--- config.mk ---
export PLATFORM = sky130hd
export DESIGN_NAME = calculator_expression_lexer_top
export DESIGN_NICKNAME = d
export VERILOG_FILES = /design/src/rtl/core/cel_pkg.sv /design/src/rtl/core/cel_scan.sv /design/src/rtl/core/cel_fifo.sv /design/src/rtl/core/calculator_expression_lexer_top.sv
export SDC_FILE = /design/constraint.sdc
export NUM_CORES = 2
export LEC_CHECK = 0
export ABC_AREA = 1
export BUFFER_PORTS_ARGS = -buffer_cell sky130_fd_sc_hd__buf_2
export CORE_MARGIN = 1
export CORE_UTILIZATION = 45
export CTS_BUF_LIST = sky130_fd_sc_hd__clkbuf_8 sky130_fd_sc_hd__clkbuf_16
export CTS_CLUSTER_DIAMETER = 200
export DETAILED_ROUTE_END_ITERATION = 16
export GPL_TIMING_DRIVEN = 1
export PLACE_DENSITY = 0.7
export SYNTH_ARGS = -nofsm -noshare
export SYNTH_HDL_FRONTEND = slang
export SYNTH_SLANG_ARGS = --single-unit
--- constraint.sdc ---
create_clock -name clk_i -period 8.17 [get_ports clk_i]
set_input_delay 0.817 -clock clk_i [delete_from_list [all_inputs] [get_ports clk_i]]
set_output_delay 0.817 -clock clk_i [all_outputs]
set_load 0.03 [all_outputs]
--- src/rtl/core/cel_pkg.sv ---
// Shared types, character codes and token kinds for the expression lexer.
`default_nettype none

package cel_pkg;

  // Token kinds as they appear on the result channel.
  typedef enum logic [3:0] {
    KIND_IDENT  = 4'd0,
    KIND_NUMBER = 4'd1,
    KIND_PLUS   = 4'd2,
    KIND_MINUS  = 4'd3,
    KIND_MUL    = 4'd4,
    KIND_DIV    = 4'd5,
    KIND_POW    = 4'd6,
    KIND_MOD    = 4'd7,
    KIND_LPAREN = 4'd8,
    KIND_RPAREN = 4'd9,
    KIND_ASSIGN = 4'd10,
    KIND_END    = 4'd11
  } kind_e;

  // Scanner mode; the fourth code is treated as idle.
  typedef enum logic [1:0] {
    MODE_IDLE   = 2'd0,
    MODE_IDENT  = 2'd1,
    MODE_NUMBER = 2'd2
  } mode_e;

  // Character codes.
  localparam logic [7:0] CH_NUL    = 8'h00;
  localparam logic [7:0] CH_SPACE  = 8'h20;
  localparam logic [7:0] CH_TAB    = 8'h09;
  localparam logic [7:0] CH_CR     = 8'h0D;
  localparam logic [7:0] CH_POINT  = 8'h2E;
  localparam logic [7:0] CH_PLUS   = 8'h2B;
  localparam logic [7:0] CH_MINUS  = 8'h2D;
  localparam logic [7:0] CH_STAR   = 8'h2A;
  localparam logic [7:0] CH_SLASH  = 8'h2F;
  localparam logic [7:0] CH_CARET  = 8'h5E;
  localparam logic [7:0] CH_PCT    = 8'h25;
  localparam logic [7:0] CH_LPAREN = 8'h28;
  localparam logic [7:0] CH_RPAREN = 8'h29;
  localparam logic [7:0] CH_EQUAL  = 8'h3D;
  localparam logic [7:0] CH_ZERO   = 8'h30;
  localparam logic [7:0] CH_NINE   = 8'h39;
  localparam logic [7:0] CH_LOW_A  = 8'h61;
  localparam logic [7:0] CH_LOW_Z  = 8'h7A;
  localparam logic [7:0] CH_UP_A   = 8'h41;
  localparam logic [7:0] CH_UP_Z   = 8'h5A;

  // One result beat.
  typedef struct packed {
    kind_e       kind;
    logic [31:0] int_part;
    logic [31:0] frac_part;
    logic [63:0] ident_chars;
    logic [7:0]  ident_length;
    logic        saturated;
    logic        last;
  } tok_t;

  // Tokens produced by one character, handed from the scanner to the queue.
  typedef struct packed {
    logic [1:0] count;
    tok_t       first;
    tok_t       second;
  } push_t;

  // Operator decode result.
  typedef struct packed {
    logic  hit;
    kind_e kind;
  } op_t;

  function automatic op_t op_decode(input logic [7:0] c);
    op_t r;
    r.hit = 1'b1;
    case (c)
      CH_PLUS:   r.kind = KIND_PLUS;
      CH_MINUS:  r.kind = KIND_MINUS;
      CH_STAR:   r.kind = KIND_MUL;
      CH_SLASH:  r.kind = KIND_DIV;
      CH_CARET:  r.kind = KIND_POW;
      CH_PCT:    r.kind = KIND_MOD;
      CH_LPAREN: r.kind = KIND_LPAREN;
      CH_RPAREN: r.kind = KIND_RPAREN;
      CH_EQUAL:  r.kind = KIND_ASSIGN;
      default: begin
        r.hit  = 1'b0;
        r.kind = KIND_END;
      end
    endcase
    return r;
  endfunction

endpackage

`default_nettype wire

--- src/rtl/core/cel_scan.sv ---
// Scanner state and per-character token logic of the expression lexer.
`default_nettype none

module cel_scan
  import cel_pkg::*;
#(
  parameter int NAME_BYTES = 8,
  parameter int INT_BITS   = 32,
  parameter int FRAC_BITS  = 32
) (
  input  wire logic       clk_i,
  input  wire logic       rst_ni,
  input  wire logic       fire_i,
  input  wire logic [7:0] ch_i,
  output push_t           push_o
);

  // Fraction digit weights: 0.1, then repeatedly divided by ten with rounding.
  localparam int WDEPTH = 16;
  localparam int WIDX_W = $clog2(WDEPTH);
  localparam int NAME_W = 8 * NAME_BYTES;

  function automatic logic [FRAC_BITS-1:0] weight_at(input int unsigned k);
    longint unsigned w;
    int unsigned     i;
    w = ((64'd1 << FRAC_BITS) + 64'd5) / 64'd10;
    for (i = 0; i < k; i++) begin
      w = (w + 64'd5) / 64'd10;
    end
    return w[FRAC_BITS-1:0];
  endfunction

  logic [FRAC_BITS-1:0] weight_tab [WDEPTH];

  for (genvar k = 0; k < WDEPTH; k++) begin : g_weight
    assign weight_tab[k] = weight_at(k);
  end

  // State registers.
  mode_e                mode_q, mode_d;
  logic [INT_BITS-1:0]  int_q, int_d;
  logic [FRAC_BITS-1:0] frac_q, frac_d;
  logic [WIDX_W-1:0]    widx_q, widx_d;
  logic                 point_q, point_d;
  logic                 ovf_q, ovf_d;
  logic [NAME_W-1:0]    name_q, name_d;
  logic [7:0]           cnt_q, cnt_d;

  // Character classes.
  logic is_dig, is_alp, is_spc, is_pt, is_nul;
  op_t  op;

  always_comb begin
    is_dig = (ch_i >= CH_ZERO) && (ch_i <= CH_NINE);
    is_alp = ((ch_i >= CH_LOW_A) && (ch_i <= CH_LOW_Z)) ||
             ((ch_i >= CH_UP_A) && (ch_i <= CH_UP_Z));
    is_spc = (ch_i == CH_SPACE) || ((ch_i >= CH_TAB) && (ch_i <= CH_CR));
    is_pt  = (ch_i == CH_POINT);
    is_nul = (ch_i == CH_NUL);
    op     = op_decode(ch_i);
  end

  // Decide whether the pending token continues, ends, or a new one starts.
  logic in_ident, in_num;
  logic cont_ident, cont_num, cont;
  logic start_ident, start_num;

  always_comb begin
    in_ident = 1'b0;
    in_num   = 1'b0;
    unique case (mode_q)
      MODE_IDENT:  in_ident = 1'b1;
      MODE_NUMBER: in_num   = 1'b1;
      default:     ;
    endcase
    cont_ident  = in_ident && (is_alp || is_dig);
    cont_num    = in_num && (is_dig || is_pt);
    cont        = cont_ident || cont_num;
    start_ident = !cont && is_alp;
    start_num   = !cont && (is_dig || is_pt);
  end

  // Number unit: one digit or point applied to the running or cleared value.
  logic [INT_BITS-1:0]  int_src;
  logic [FRAC_BITS-1:0] frac_src;
  logic [WIDX_W-1:0]    widx_src;
  logic                 point_src, ovf_src;
  logic [3:0]           digit;
  logic [INT_BITS+3:0]  int_sum;
  logic [FRAC_BITS+3:0] frac_sum;
  logic [INT_BITS-1:0]  int_upd;
  logic [FRAC_BITS-1:0] frac_upd;
  logic [WIDX_W-1:0]    widx_upd;
  logic                 point_upd, ovf_upd;

  always_comb begin
    int_src   = cont_num ? int_q   : '0;
    frac_src  = cont_num ? frac_q  : '0;
    widx_src  = cont_num ? widx_q  : '0;
    point_src = cont_num ? point_q : 1'b0;
    ovf_src   = cont_num ? ovf_q   : 1'b0;
    digit     = 4'(ch_i - CH_ZERO);

    int_sum  = (INT_BITS+4)'({4'b0, int_src} << 3) + (INT_BITS+4)'({4'b0, int_src} << 1) +
               (INT_BITS+4)'(digit);
    frac_sum = (FRAC_BITS+4)'({4'b0, frac_src}) +
               (FRAC_BITS+4)'(digit) * (FRAC_BITS+4)'(weight_tab[widx_src]);

    int_upd   = int_src;
    frac_upd  = frac_src;
    widx_upd  = widx_src;
    point_upd = point_src;
    ovf_upd   = ovf_src;
    if (is_pt) begin
      point_upd = 1'b1;
    end else if (!point_src) begin
      if (int_sum[INT_BITS+3:INT_BITS] != 4'd0) begin
        int_upd = '1;
        ovf_upd = 1'b1;
      end else begin
        int_upd = int_sum[INT_BITS-1:0];
      end
    end else begin
      if (frac_sum[FRAC_BITS+3:FRAC_BITS] != 4'd0) begin
        frac_upd = '1;
      end else begin
        frac_upd = frac_sum[FRAC_BITS-1:0];
      end
      if (widx_src != WIDX_W'(WDEPTH - 1)) begin
        widx_upd = widx_src + WIDX_W'(1);
      end
    end
  end

  // Name unit: append one character, truncating the stored bytes.
  logic [NAME_W-1:0] name_src, name_upd;
  logic [7:0]        cnt_src, cnt_upd;

  always_comb begin
    name_src = cont_ident ? name_q : '0;
    cnt_src  = cont_ident ? cnt_q  : 8'd0;
    name_upd = name_src;
    for (int i = 0; i < NAME_BYTES; i++) begin
      if (cnt_src == 8'(i)) begin
        name_upd[8*i +: 8] = ch_i;
      end
    end
    cnt_upd = (cnt_src == 8'hFF) ? cnt_src : cnt_src + 8'd1;
  end

  // Next state.
  always_comb begin
    mode_d  = mode_q;
    int_d   = int_q;
    frac_d  = frac_q;
    widx_d  = widx_q;
    point_d = point_q;
    ovf_d   = ovf_q;
    name_d  = name_q;
    cnt_d   = cnt_q;
    if (fire_i) begin
      if (cont_ident || start_ident) begin
        mode_d = MODE_IDENT;
      end else if (cont_num || start_num) begin
        mode_d = MODE_NUMBER;
      end else begin
        mode_d = MODE_IDLE;
      end
      if (cont_num || start_num) begin
        int_d   = int_upd;
        frac_d  = frac_upd;
        widx_d  = widx_upd;
        point_d = point_upd;
        ovf_d   = ovf_upd;
      end else begin
        int_d   = '0;
        frac_d  = '0;
        widx_d  = '0;
        point_d = 1'b0;
        ovf_d   = 1'b0;
      end
      if (cont_ident || start_ident) begin
        name_d = name_upd;
        cnt_d  = cnt_upd;
      end else begin
        name_d = '0;
        cnt_d  = 8'd0;
      end
    end
  end

  always_ff @(posedge clk_i or negedge rst_ni) begin
    if (!rst_ni) begin
      mode_q  <= MODE_IDLE;
      int_q   <= '0;
      frac_q  <= '0;
      widx_q  <= '0;
      point_q <= 1'b0;
      ovf_q   <= 1'b0;
      name_q  <= '0;
      cnt_q   <= 8'd0;
    end else begin
      mode_q  <= mode_d;
      int_q   <= int_d;
      frac_q  <= frac_d;
      widx_q  <= widx_d;
      point_q <= point_d;
      ovf_q   <= ovf_d;
      name_q  <= name_d;
      cnt_q   <= cnt_d;
    end
  end

  // Tokens for this character: the finished pending token, then an operator or end.
  tok_t pend_tok, sec_tok;
  logic pend_hit, sec_hit;

  always_comb begin
    pend_tok      = '0;
    pend_tok.kind = KIND_IDENT;
    pend_hit      = 1'b0;
    if (in_ident && !cont_ident) begin
      pend_hit                 = 1'b1;
      pend_tok.kind            = KIND_IDENT;
      pend_tok.ident_chars     = 64'(name_q);
      pend_tok.ident_length    = cnt_q;
    end else if (in_num && !cont_num) begin
      pend_hit           = 1'b1;
      pend_tok.kind      = KIND_NUMBER;
      pend_tok.int_part  = 32'(int_q);
      pend_tok.frac_part = 32'(frac_q) << (32 - FRAC_BITS);
      pend_tok.saturated = ovf_q;
    end

    sec_tok      = '0;
    sec_tok.kind = KIND_END;
    sec_hit      = 1'b0;
    if (!cont && is_nul) begin
      sec_hit      = 1'b1;
      sec_tok.last = 1'b1;
    end else if (!cont && op.hit) begin
      sec_hit      = 1'b1;
      sec_tok.kind = op.kind;
    end

    push_o.first  = pend_hit ? pend_tok : sec_tok;
    push_o.second = sec_tok;
    if (!fire_i) begin
      push_o.count = 2'd0;
    end else begin
      push_o.count = 2'(pend_hit) + 2'(sec_hit);
    end
  end

endmodule

`default_nettype wire

--- src/rtl/core/cel_fifo.sv ---
// Four-entry token queue that takes up to two tokens per cycle.
`default_nettype none

module cel_fifo
  import cel_pkg::*;
(
  input  wire logic  clk_i,
  input  wire logic  rst_ni,
  input  wire push_t push_i,
  output logic       room_o,
  output tok_t       tok_o,
  output logic       valid_o,
  input  wire logic  ready_i
);

  localparam int DEPTH = 4;
  localparam int PTR_W = $clog2(DEPTH);
  localparam int CNT_W = PTR_W + 1;

  tok_t             mem_q [DEPTH];
  logic [PTR_W-1:0] wr_q, wr_d, rd_q, rd_d;
  logic [CNT_W-1:0] cnt_q, cnt_d;
  logic             pop;

  // Output side.
  always_comb begin
    valid_o = (cnt_q != CNT_W'(0));
    tok_o   = mem_q[rd_q];
    pop     = valid_o && ready_i;
    room_o  = (cnt_q <= CNT_W'(DEPTH - 2));
  end

  // Pointer and fill count updates.
  always_comb begin
    wr_d  = wr_q + PTR_W'(push_i.count);
    rd_d  = pop ? rd_q + PTR_W'(1) : rd_q;
    cnt_d = cnt_q + CNT_W'(push_i.count) - CNT_W'(pop);
  end

  always_ff @(posedge clk_i or negedge rst_ni) begin
    if (!rst_ni) begin
      wr_q  <= '0;
      rd_q  <= '0;
      cnt_q <= '0;
    end else begin
      wr_q  <= wr_d;
      rd_q  <= rd_d;
      cnt_q <= cnt_d;
    end
  end

  // Storage writes; the second token goes to the slot after the first.
  always_ff @(posedge clk_i) begin
    if (push_i.count != 2'd0) begin
      mem_q[wr_q] <= push_i.first;
    end
    if (push_i.count == 2'd2) begin
      mem_q[wr_q + PTR_W'(1)] <= push_i.second;
    end
  end

endmodule

`default_nettype wire

--- src/rtl/core/calculator_expression_lexer_top.sv ---
// Top level of the streaming arithmetic expression lexer.
//
//   Channel  Direction  Handshake                  Beat contents
//   ch       in         ch_valid_i / ch_ready_o    one character byte, 0 ends the string
//   tok      out        tok_valid_o / tok_ready_i  one token: kind, number, identifier, flags
//
// One character can be taken per cycle. A character waits in the input register
// until the queue has two free slots, is scanned in that cycle, and its tokens
// are written to the four-entry queue at the next edge, ready for the output.
// A pending identifier or number comes out only when a later character ends it.
// With three or more tokens queued the input stalls until the queue drains.
// Reset returns the scanner to idle with cleared number and name state.
`default_nettype none

module calculator_expression_lexer_top
  import cel_pkg::*;
#(
  parameter int NAME_BYTES = 8,
  parameter int INT_BITS   = 32,
  parameter int FRAC_BITS  = 32
) (
  input  wire logic        clk_i,
  input  wire logic        rst_ni,
  input  wire logic        ch_valid_i,
  output logic             ch_ready_o,
  input  wire logic [7:0]  ch_i,
  output logic             tok_valid_o,
  input  wire logic        tok_ready_i,
  output logic [3:0]       kind_o,
  output logic [31:0]      int_part_o,
  output logic [31:0]      frac_part_o,
  output logic [63:0]      ident_chars_o,
  output logic [7:0]       ident_length_o,
  output logic             saturated_o,
  output logic             last_o
);

  logic [7:0] ch_q, ch_d;
  logic       vld_q, vld_d;
  logic       room, fire, take;
  push_t      push;
  tok_t       tok;

  // Input register.
  always_comb begin
    fire       = vld_q && room;
    ch_ready_o = !vld_q || fire;
    take       = ch_valid_i && ch_ready_o;
    vld_d      = take ? 1'b1 : (fire ? 1'b0 : vld_q);
    ch_d       = take ? ch_i : ch_q;
  end

  always_ff @(posedge clk_i or negedge rst_ni) begin
    if (!rst_ni) begin
      vld_q <= 1'b0;
    end else begin
      vld_q <= vld_d;
    end
  end

  always_ff @(posedge clk_i) begin
    ch_q <= ch_d;
  end

  // Scanner.
  cel_scan #(
    .NAME_BYTES (NAME_BYTES),
    .INT_BITS   (INT_BITS),
    .FRAC_BITS  (FRAC_BITS)
  ) u_scan (
    .clk_i  (clk_i),
    .rst_ni (rst_ni),
    .fire_i (fire),
    .ch_i   (ch_q),
    .push_o (push)
  );

  // Token queue.
  cel_fifo u_fifo (
    .clk_i   (clk_i),
    .rst_ni  (rst_ni),
    .push_i  (push),
    .room_o  (room),
    .tok_o   (tok),
    .valid_o (tok_valid_o),
    .ready_i (tok_ready_i)
  );

  // Output fields.
  always_comb begin
    kind_o         = tok.kind;
    int_part_o     = tok.int_part;
    frac_part_o    = tok.frac_part;
    ident_chars_o  = tok.ident_chars;
    ident_length_o = tok.ident_length;
    saturated_o    = tok.saturated;
    last_o         = tok.last;
  end

  // A held character stays in the input register until it is scanned.
  a_hold_ch : assert property (@(posedge clk_i) disable iff (!rst_ni)
    vld_q && !fire |=> vld_q && $stable(ch_q))
    else $error("held character lost or changed");

  // Only the end token carries the last flag.
  a_last_end : assert property (@(posedge clk_i) disable iff (!rst_ni)
    tok_valid_o && last_o |-> kind_o == KIND_END)
    else $error("last flag on a token other than end");

  // Numeric fields are zero on every token that is not a number.
  a_num_zero : assert property (@(posedge clk_i) disable iff (!rst_ni)
    tok_valid_o && kind_o != KIND_NUMBER |->
      int_part_o == 32'd0 && frac_part_o == 32'd0 && !saturated_o)
    else $error("numeric fields set on a non-number token");

  // The scanner never pushes into a queue without room for it.
  a_no_push : assert property (@(posedge clk_i) disable iff (!rst_ni)
    !fire |-> push.count == 2'd0)
    else $error("tokens pushed without a scanned character");

endmodule

`default_nettype wire
==> impl_metrics.py <==
metrics = {
    "sta": {
        "finClkSkew_ps": 19.0,
        "finalSetupViolCount": 0,
        "finalWorstSetupSlack_ps": 964,
        "period_share_pct": 88.2,
        "clock.fmax_mhz": 139,
        "drv_slew": 0,
        "tns_ps": 0,
        "slew-limit-headroom_pct": 18.5,
        "rsz0062_at_grt": "false",
        "tightest_slew_ps": 1220,
        "hold_viol_final": 0,
        "fin_crit_ps": 7210,
    },
    "setup_path": {
        "required_ps": 8690,
        "arrival_ps": 7720,
        "crit_path_start_kind": "flip-flop",
        "cp_max_fo": 36,
        "rrSetupSlack_ps": 960,
        "path_common_cell": "nand2_1",
        "crit_slowest_cell": "edfxtp_1",
        "cp-end-kind": "flip-flop",
        "worstSetupPathType": "flip-flop to flip-flop",
        "cpPeakStageDelay_ps": 510,
    },
    "place": {
        "dp_hpwl_um": 72500,
        "gp_congestion": 0.965,
        "dp_cells": 6101,
        "dp_slack_ps": 1060,
        "io_buffer_count": 155,
    },
    "synth": {
        "synth_top_area_share_pct": 28.7,
        "synth-seq-area-share_pct": 40.9,
        "synth-main-ff-cell": "dfxtp_1",
        "synth.yosys.warnings": 0,
        "synth_area_mm2": 0.0382,
        "synth_seq_cells": 728,
        "synth_area_leader_cell": "dfxtp_1",
        "synth.avg_cell_area_um2": 7.46,
        "synth_edf_count": 28,
        "synth.distinct_cells": 52,
        "async_flop_share_pct": 20.9,
        "netlist_top_cells_area": "dfxtp_1 (29%), dfrtp_1 (10%), nand3_1 (8.4%)",
        "synthesis.nets": 5335,
        "syn_inst": 5122,
    },
    "min_path": {
        "hold_class": "primary input to async pin",
    },
    "cts": {
        "hold_buffers": 0,
        "postCtsSetupBuffers": 0,
        "insertion_delay_ps": 640,
        "clockBufferDepth": 3,
        "cts.sinks": 728,
        "cts.clk_slew.worst_paths_ps": 50,
        "htreeDepth": 3,
        "numCtsBuffers": 81,
        "cts.repair.resized": 0,
        "root_buffer": "clkbuf_16",
        "cts_tree": "built",
    },
    "cells_and_area": {
        "n_fill_cell": 8307,
        "syn_to_final_growth_pct": 9.91,
        "final_layout_size_suffix_gt1_share_pct": 8.11,
        "layout.cells.non_filler": 6252,
        "layout.nets": 5263,
    },
    "grt": {
        "grt_max_degree": 192,
        "grt_use_total_pct": 26.0,
        "grt_antenna_before_repair": 4,
        "grt_first_pass_wirelength_um": 181000,
        "first_global_vias": 33103,
        "grt.overflow.total": 0,
    },
    "floorplan": {
        "num_rows": 106,
        "die_area_mm2": 0.0861,
        "pin_count": 156,
        "coreArea_mm2": 0.0838,
        "die_y_um": 293,
        "start_util_pct": 45.6,
        "die_w_um": 293,
    },
    "route": {
        "wl_um": 113000,
        "first_iter_violations": 3348,
        "viasPerCell": 5.57,
        "wire_per_inst_um": 18.2,
        "drc": 0,
        "num_vias": 34844,
        "first_pass_iters": 6,
        "ant_nets": 0,
    },
    "power_and_ir_drop": {
        "p_per_area_mw_per_mm2": 309,
        "leakage_nw": 18.1,
        "ir_drop_mv": 0.242,
    },
    "run": {
        "max-cap-violations": 0,
    },
    "run_status": {
        "outcome": "completed",
    },
}
==> metrics by stage <==
step	total power [W]	cell area [µm²]	util (%)	hold WS [ps]
after floorplan	0.00768	38200	-	448
after global placement	0.00930	39200	46.8	458
after detailed placement	0.00929	39200	46.8	466
after CTS	0.0130	42000	50.1	142
after global routing	0.0137	42000	50.1	169
final	0.0130	42000	50.1	129
==> state kept, by name (all words and copies together) (netlist names) <==
| signal | flops |
|---|---|
| u_fifo.mem_q | 568 |
| u_scan.name_q | 64 |
| u_scan.frac_q | 32 |
| u_scan.int_q | 32 |
| ch_q | 8 |
| u_scan.cnt_q | 8 |
| u_scan.widx_q | 4 |
| u_fifo.cnt_q | 3 |
| u_fifo.rd_q | 2 |
| u_fifo.wr_q | 2 |
| u_scan.mode_q | 2 |
| u_scan.ovf_q | 1 |
| u_scan.point_q | 1 |
| vld_q | 1 |
==> path summary, 6_finish.rpt <==
path / end / cells past startpoint / startpoint
worst max-delay path: u_scan.frac_q[29] / 38 / ch_q[1]
worst min-delay path: u_scan.frac_q[29] / 1 / rst_ni
worst max register to register: u_scan.frac_q[29] / 38 / ch_q[1]
worst min register to register: u_fifo.mem_q[2][86] / 2 / u_fifo.mem_q[2][86]
max in group asynchronous: u_scan.name_q[40] / 3 / rst_ni
min in group clk_i: ch_q[6] / 1 / ch_i[6]
==> cell usage after synthesis (2+ instances only) <==
master and n:
a21boi_0 9, a21o_1 5, a21oi_1 136, a21oi_2 2, a21oi_4 3, buf_1 22, buf_2 75, buf_4 30
buf_6 4, clkbuf_1 207, dfrtp_1 152, dfxtp_1 548, edfxtp_1 28, fa_1 79, ha_1 122, inv_1 378
inv_2 29, inv_4 2, nand2_1 841, nand2_2 10, nand2_4 3, nand3_1 643, nand3_2 8, nand3_4 5
nand3b_1 7, nand4_1 21, nor2_1 512, nor2_2 7, nor2_4 6, nor2_8 3, nor3_1 22, nor3_2 9
nor3_4 2, nor4_1 4, o211ai_1 4, o21a_1 7, o21ai_0 640, o21ai_1 304, o21bai_1 7, o22ai_1 161
or2_1 4, or2_2 6, xnor2_1 22, xor2_1 25
==> cells in the final DEF (no fill, tap or decap), types with 6 or more instances in the layout <==
master and count:
inv_4 8, o21ai_0 640, nand3_2 9, xor2_1 25, nand3b_1 7, nand2_1 841, clkinv_2 13, o21bai_1 7
fa_1 79, inv_2 21, clkbuf_16 84, nor2_1 511, buf_4 27, o21ai_1 304, o21a_1 7, dfxtp_1 548
nand4_1 21, a21oi_1 136, buf_2 154, nor3_1 22, nand2_2 10, inv_1 396, nand3_1 642, bufinv_16 6
nor3_2 9, nor2_4 7, nor2_2 7, dfrtp_1 150, xnor2_1 22, clkbuf_8 17, a21boi_0 9, ha_1 122
edfxtp_1 28, o22ai_1 161, or2_2 6
==> kinds of logic after synthesis <==
group | count (synthesis) | share of synthesized area [%]
fa+ha+maj | 201 | 8.13
flops | 728 | 40.9
xor+xnor | 47 | 1.08
buf+inv | 749 | 7.99
compound gates | 1282 | 17.7
simple gates | 2115 | 24.2
==> metal layers <==
metal  up-vias  global-route usage (%)  part of all wire, %
met1     16530                    35.2                   45
li1      17026                       -                    -
met3       212                    3.77                  6.0
met2      1072                    42.6                   46
met4         4                    8.56                  2.8
met5         -                       0                0.023
==> report_power, final <==
| group | internal (W) | leakage (nW) | switching [W] |
|---|---|---|---|
| Combinational | 0.00141 | 9.90 | 0.00405 |
| Clock | 0.00222 | 1.45 | 0.00152 |
| Sequential | 0.00367 | 6.75 | 0.000109 |
| Total | 0.00730 | 18.1 | 0.00569 |
==> worst max-delay path, delay by kind of cell, from the launching register on <==
kind | cells | cell delay [ps]
AND/OR/NAND/NOR | 25 | 3550
adder cells (fa/ha/maj) | 4 | 1790
flip-flops | 1 | 510
buffers and inverters | 9 | 1240
==> final cells by class <==
type | count | area (µm²) | area share (%)
diodes | 2 | 5.00 | 0.0119
repair buffers | 184 | 1020 | 2.44
well taps | 1134 | 1420 | 3.38
clock inverters | 48 | 443 | 1.05
clock buffers | 101 | 2340 | 5.56
inverters | 410 | 1590 | 3.80
flip-flops and latches | 728 | 15600 | 37.2
multi-input cells | 3645 | 19500 | 46.6
Power figures use the tool's default switching activity.
